## src/hw/rtl/dds_pkg.sv

```systemverilog
package dds_pkg;

  // Table and channel sizing
  localparam int TABLE_DEPTH = 1024;
  localparam int CHANNELS    = 2;
  localparam int ADDR_W      = $clog2(TABLE_DEPTH);
  localparam int CH_W        = (CHANNELS > 1) ? $clog2(CHANNELS) : 1;

  // Fixed field and register widths
  localparam int FRAC_W   = 8;            // fractional phase bits
  localparam int PHASE_W  = 18;
  localparam int SUM_W    = PHASE_W + 1;  // phase + step before wrap
  localparam int LEN_W    = 11;
  localparam int AMP_W    = 15;
  localparam int PWM_W    = 16;
  localparam int RATE_W   = 20;
  localparam int FREQ_W   = 16;
  localparam int SAMPLE_W = 15;
  localparam int CFG_IDX_W  = 2;
  localparam int CFG_DATA_W = 20;

  // Products and shared divider
  localparam int PROD_W = SAMPLE_W + PWM_W;       // widest product kept
  localparam int DIVD_W = LEN_W + FREQ_W + FRAC_W; // step dividend
  localparam int DIVS_W = RATE_W;
  localparam int ITER_W = $clog2(DIVD_W + 1);

  localparam logic [ITER_W-1:0] ITERS_DUTY = ITER_W'(PROD_W);
  localparam logic [ITER_W-1:0] ITERS_STEP = ITER_W'(DIVD_W);
  localparam logic [ITER_W-1:0] ITERS_WRAP = ITER_W'(SUM_W);

  // Reset values of the configuration registers
  localparam logic [LEN_W-1:0]  RST_TABLE_LENGTH = LEN_W'(1024);
  localparam logic [AMP_W-1:0]  RST_SINE_AMP     = AMP_W'(32767);
  localparam logic [PWM_W-1:0]  RST_PWM_PERIOD   = PWM_W'(1000);
  localparam logic [RATE_W-1:0] RST_SAMPLE_RATE  = RATE_W'(20000);

  typedef enum logic [1:0] {
    CMD_TICK  = 2'd0,
    CMD_SETF  = 2'd1,
    CMD_WRITE = 2'd2,
    CMD_NONE  = 2'd3
  } cmd_code_t;

  typedef enum logic [CFG_IDX_W-1:0] {
    REG_TABLE_LENGTH = 2'd0,
    REG_SINE_AMP     = 2'd1,
    REG_PWM_PERIOD   = 2'd2,
    REG_SAMPLE_RATE  = 2'd3
  } cfg_reg_t;

  typedef enum logic [1:0] {
    DIV_DUTY = 2'd0,
    DIV_STEP = 2'd1,
    DIV_WRAP = 2'd2
  } div_op_t;

  typedef enum logic [3:0] {
    ST_IDLE,
    ST_DECODE,
    ST_READ,
    ST_START_DUTY,
    ST_DIV_DUTY,
    ST_DIV_WRAP,
    ST_START_STEP,
    ST_DIV_STEP,
    ST_RESULT
  } state_t;

  // Controller to datapath
  typedef struct packed {
    logic    in_ready;
    logic    latch_in;
    logic    set_reject;
    logic    mem_wr;
    logic    mem_rd;
    logic    load_prod;
    logic    div_start;
    div_op_t div_op;
    logic    duty_wr;
    logic    step_wr;
    logic    phase_wr_sum;
    logic    phase_wr_rem;
    logic    res_ld;
  } dds_cmd_t;

  // Datapath to controller
  typedef struct packed {
    cmd_code_t cmd;
    logic      ch_ok;
    logic      freq_ok;
    logic      idx_ok;
    logic      need_wrap;
    logic      div_busy;
    logic      div_done;
    logic      out_free;
  } dds_sts_t;

endpackage

```

## src/hw/rtl/dds_ctrl.sv

```systemverilog
module dds_ctrl
  import dds_pkg::*;
(
  input  logic     clk,
  input  logic     rst_n,
  input  logic     in_valid,
  input  dds_sts_t sts,
  output dds_cmd_t cmd
);

  state_t state_r, state_nxt;

  always_ff @(posedge clk) begin
    if (!rst_n)
      state_r <= ST_IDLE;
    else
      state_r <= state_nxt;
  end

  always_comb begin
    state_nxt = state_r;
    cmd       = '0;
    cmd.div_op = DIV_DUTY;
    unique case (state_r)
      ST_IDLE: begin
        cmd.in_ready = 1'b1;
        if (in_valid) begin
          cmd.latch_in = 1'b1;
          state_nxt    = ST_DECODE;
        end
      end
      ST_DECODE: begin
        unique case (sts.cmd)
          CMD_TICK: begin
            if (sts.ch_ok) begin
              cmd.mem_rd = 1'b1;
              state_nxt  = ST_READ;
            end else begin
              cmd.set_reject = 1'b1;
              state_nxt      = ST_RESULT;
            end
          end
          CMD_SETF: begin
            if (sts.ch_ok && sts.freq_ok) begin
              cmd.load_prod = 1'b1;
              state_nxt     = ST_START_STEP;
            end else begin
              cmd.set_reject = 1'b1;
              state_nxt      = ST_RESULT;
            end
          end
          CMD_WRITE: begin
            if (sts.idx_ok)
              cmd.mem_wr = 1'b1;
            else
              cmd.set_reject = 1'b1;
            state_nxt = ST_RESULT;
          end
          CMD_NONE: begin
            cmd.set_reject = 1'b1;
            state_nxt      = ST_RESULT;
          end
        endcase
      end
      ST_READ: begin
        cmd.load_prod = 1'b1;
        state_nxt     = ST_START_DUTY;
      end
      ST_START_DUTY: begin
        cmd.div_start = 1'b1;
        cmd.div_op    = DIV_DUTY;
        state_nxt     = ST_DIV_DUTY;
      end
      ST_DIV_DUTY: begin
        if (sts.div_done) begin
          cmd.duty_wr = 1'b1;
          if (sts.need_wrap) begin
            cmd.div_start = 1'b1;
            cmd.div_op    = DIV_WRAP;
            state_nxt     = ST_DIV_WRAP;
          end else begin
            cmd.phase_wr_sum = 1'b1;
            state_nxt        = ST_RESULT;
          end
        end
      end
      ST_DIV_WRAP: begin
        cmd.div_op = DIV_WRAP;
        if (sts.div_done) begin
          cmd.phase_wr_rem = 1'b1;
          state_nxt        = ST_RESULT;
        end
      end
      ST_START_STEP: begin
        cmd.div_start = 1'b1;
        cmd.div_op    = DIV_STEP;
        state_nxt     = ST_DIV_STEP;
      end
      ST_DIV_STEP: begin
        cmd.div_op = DIV_STEP;
        if (sts.div_done) begin
          cmd.step_wr = 1'b1;
          state_nxt   = ST_RESULT;
        end
      end
      ST_RESULT: begin
        if (sts.out_free) begin
          cmd.res_ld = 1'b1;
          state_nxt  = ST_IDLE;
        end
      end
      default: state_nxt = ST_IDLE;
    endcase
  end

endmodule
```

## config.mk

```make
export PLATFORM = sky130hd
export DESIGN_NAME = dds_ctrl
export DESIGN_NICKNAME = d
export VERILOG_FILES = /design/src/hw/rtl/dds_pkg.sv /design/src/hw/rtl/dds_ctrl.sv
export SDC_FILE = /design/constraint.sdc
export NUM_CORES = 1
export LEC_CHECK = 0
export ABC_AREA = 1
export BUFFER_PORTS_ARGS = -buffer_cell sky130_fd_sc_hd__buf_4
export CAP_MARGIN = 20
export CORE_AREA = 2 2 39 41
export CTS_CLUSTER_DIAMETER = 120
export DETAILED_ROUTE_END_ITERATION = 16
export DIE_AREA = 0 0 41 43
export PLACE_DENSITY = 0.66
export SKIP_LAST_GASP = 1
export SYNTH_ARGS = -nofsm -noshare
export SYNTH_HDL_FRONTEND = slang
export SYNTH_SLANG_ARGS = --single-unit
```

## constraint.sdc

```tcl
create_clock -name clk -period 1.1 [get_ports clk]
set_input_delay 0.11 -clock clk [delete_from_list [all_inputs] [get_ports clk]]
set_output_delay 0.11 -clock clk [all_outputs]
set_load 0.02 [all_outputs]
```

Word-level counts from Yosys, hierarchy flattened
Cells that the tools add are included.
{"block": "classes", "reduce_logical": 8, "n_lt_le_gt_ge": 0, "multipliers": 0, "bitwise": 0, "n_eq_ne": 15, "div_mod_pow": 0, "addsub": 0, "n_mux": 36, "shifts": 0}
{"op": "$mux 4", "n": 8}
{"op": "$pmux 4 s8", "n": 1}
{"op": "$mux 1", "n": 19}
{"op": "$eq 4x3->1 const B", "n": 4}
{"op": "$pmux 4 s3", "n": 1}
{"op": "$eq 4x2->1 const B", "n": 2}
{"op": "$reduce_or 2->1", "n": 4}
{"op": "$mux 3", "n": 2}
{"op": "$ne 2x2->1 const B", "n": 3}
{"op": "$pmux 2 s3", "n": 1}
{"op": "$eq 2x2->1 const B", "n": 2}
{"op": "$eq 4x1->1 const B", "n": 1}
{"op": "$eq 4x4->1 const B", "n": 1}
{"op": "$logic_not 4->1", "n": 1}
{"op": "$pmux 1 s2", "n": 2}
{"op": "$pmux 1 s4", "n": 1}
{"op": "$reduce_and 4->1", "n": 1}
{"op": "$eq 2x1->1 const B", "n": 1}
{"op": "$logic_not 2->1", "n": 1}
{"op": "$mux 2", "n": 1}
{"op": "$ne 2x1->1 const B", "n": 1}
{"op": "$logic_and 1x1->1", "n": 1}
{"block": "totals", "n_memories": 0, "regBits": 4, "ram_bits": 0, "romBits": 0, "in_bits": 12, "latch_bits": 0, "elab_cells": 60, "output_inout_bits": 14}

Logic depth before layout (Yosys ltp)
{"block": "depth", "word_depth": 4, "depth_mapped": 8, "mapped_depth_nobuf": 8}

Worst setup path after synthesis
OpenSTA, ideal clock, no wires.
{"block": "synth_path", "path_type": "flip-flop to output port", "start": "register state_r[2]", "end": "output port cmd[3] (netlist name)", "path_stages_with_launch": 5, "arrival_time_ns": 1.270, "required_ns": 0.990, "slack_ns": -0.280, "path_cell_list": "dfxtp_1 > inv_1 > nor2_4 > inv_2 > nor4_1"}
{"item": "from (decl)", "line_no": "dds_ctrl.sv:11", "source": "state_t state_r, state_nxt;"}
{"item": "from (signal assigned)", "line_no": "dds_ctrl.sv:17", "source": "state_r <= state_nxt;"}
{"item": "to (decl)", "line_no": "dds_ctrl.sv:8", "source": "output dds_cmd_t cmd"}

==> summary.txt <==
Final layout
  – Post-Layout Cell Count: about 150
  – Synthesis-to-finish area growth: 113%
  – Share of layout cells above drive strength 1: 65.2%
  – Nets: 146
  – Commonest non-fill, non-tap cell in the layout: buf_4
  – Register with the most flip-flops: state_r
  – Most frequent cells in the layout: buf_4, nand2_1, inv_1, nand3_1, buf_6
  – Max reg flops: 4
  – Ant diodes: 0
  – Biggest regs: state_r: 4 flops
  – Fillers: 115

Flow run
  – # Max-Cap Violations: 0

Logic synthesis
  – Leading area contributor after synthesis: dfxtp_1
  – Synth Register Bits: 4
  – Post-synth cell types: 17
  – Mapped Area: 465 um^2
  – Top cell type's share of synthesized area: between 10% and 20%
  – Synth top area cells: dfxtp_1, nand2_1, nand3_1
  – Synth Warn #: 0
  – Mapped Nets: 94
  – Mapped Cells: 82
  – Syn_area_per_cell: 5.68 um^2
  – Register area share after synthesis: 17.2%

Placed design
  – Detailed Place HPWL: 1.17 mm
  – Placed cell count: 141
  – Routability cong.: 0.741
  – IO buf count: 24

Clock network
  – Clk_lat worst skew: 240 ps
  – CTS tree: built
  – Total CTS buffers: 3
  – Htree depth: 1
  – Clock transition at the registers of the reported paths: 40 ps
  – Max Buffers Root-to-Sink: 2
  – CTS Sinks: 4
  – Clk root buf: clkbuf_4

Power and ir drop
  – Total power draw: around 1.0 mW
  – VDD IR max: 0.000714 V
  – Leak: 0.521 nW
  – Power per Cell Area: around 1000 nW/um^2

STA
  – Slew Limit Fails: 0
  – Post-route worst setup slack: -278 ps
  – Final Hold Viols: 0
  – RSZ-0062 raised after global routing: yes
  – Fmax: 0.725 GHz
  – Final setup viols: 18
  – Min Tclk post-route: 1380 ps
  – Worst Skew: 2.01 ps
  – Max-slew headroom: 76.8%
  – Slew at the pin closest to its max-slew limit: 348 ps
  – Final period util: 125%

Worst setup path
  – Crit path DAT: 1270 ps
  – Cells on worst reg2reg path: 10
  – Critical Path Start: state_r[1]
  – Critical path type: reg2out
  – CP required: 990 ps
  – Reg2reg setup slack: -190 ps
  – Worst setup path end: cmd[2]
  – Reg2reg end: state_r[0]
  – Worst Setup Start Kind: register
  – Critical Path Sink Type: output port
  – Reg-to-reg startpoint: state_r[2]
  – Max Fanout on Critical Path: 4

Global route
  – Vias in the first global route: 697
  – Initial antenna violation count: 0
  – Remaining global-route overflow: 0
  – GRT Overall Usage: about 22%
  – First-pass GRT wire length: 2.73 mm
  – Largest net degree at the start of global routing: 7

Route
  – Avg WL per Cell: around 11 um
  – Via/cell ratio: 4.78
  – Drt pass-1 iters: 4
  – Routed via count: 707
  – Initial DRC count: 17
  – Final ANT Viol Nets: 0
  – DRC: 0
  – Total Routed Length: 1.63 mm

Floorplan
  – Core area: 1380 um^2
  – Die W: 41 um
  – Height of the die: 43 um
  – Starting Density: roughly 34%
  – Num rows: 14
  – Boundary Pins: 26
  – Die area: 1760 um^2

Hold path
  – Hold_sp: rst_n
  – HP Class: in2reg

Run status
  – Violated checks: setup timing
  – Status: complete, but fails checks
## cell families after synthesis
group	after synthesis	synth area share [%]
buffers and inverters	16	12.9
AO/OA/AOI/OAI	6	6.72
flip-flops	4	17.2
AND/OR/NAND/NOR	56	63.2
## metrics by stage
step                setup slack [ps]  utilization, %  cell area (um^2)  setup TNS, ps  hold WS [ps]
global route                    -357            71.8               993          -5170           184
global placement               -87.2            60.8               841           -473           386
detailed placement              -108            60.8               841           -730           390
floorplan                       -218               -               498           -626           271
finish                          -278            71.8               993          -3840           176
CTS                             -297            70.7               978          -3960           149
## per-layer routing
metal	up-vias	share of wire, %	global-route usage (%)
met5	-	0	0
met4	0	2.6	10.0
li1	359	-	-
met2	34	54	39.4
met1	310	38	23.9
met3	4	5.7	2.62
## final cells by class
cell class	count	area (um^2)	share of cell area [%]
Clock buffer	3	22.5	2.27
Inverter	16	60.1	6.05
Multi-Input combinational cell	62	414	41.7
Sequential cell	4	90.1	9.07
Tap cell	16	20.0	2.02
Timing Repair Buffer	47	387	38.9
## worst max-delay path, cell delays in order (launching register included)
cell and delay, ps:
dfxtp_4 350, nor2_4 110, inv_2 40, nor2_2 100, inv_2 60, buf_4 130, nor3_2 90, buf_4 160
## cells in the mapped netlist (all sizes together)
| cell type | n |
|---|---|
| a21oi | 4 |
| inv | 16 |
| nor4 | 1 |
| nand3b | 1 |
| nor3 | 2 |
| nand2 | 21 |
| a31oi | 1 |
| dfxtp | 4 |
| nor2 | 17 |
| o21ai | 1 |
| nand4 | 1 |
| nand3 | 13 |
## how the worst min path moves through the flow
stage / end / slack, ps / cells past startpoint
6_report: state_r[3] / 180 / 3
5_1_grt: state_r[2] / 180 / 3
3_3_place_gp: state_r[1] / 390 / 3
3_5_place_dp: state_r[1] / 390 / 3
4_1_cts: state_r[3] / 150 / 3
2_1_floorplan: cmd[2] / 270 / 1
## repair_timing
item,CTS,global route
pin swaps,11,6
setup buffers,5,1
gates resized for setup,24,6
hold buffers,0,0
cloned,0,0
endpoints found under the setup margin,18,18
## where the power goes
part           total [mW]  switching (mW)  leakage, nW  internal (mW)
sequential          0.198          0.0291       0.0350          0.169
clock               0.183          0.0612       0.0138          0.122
combinational       0.631           0.325        0.472          0.306
Power figures use the tool's default switching activity.
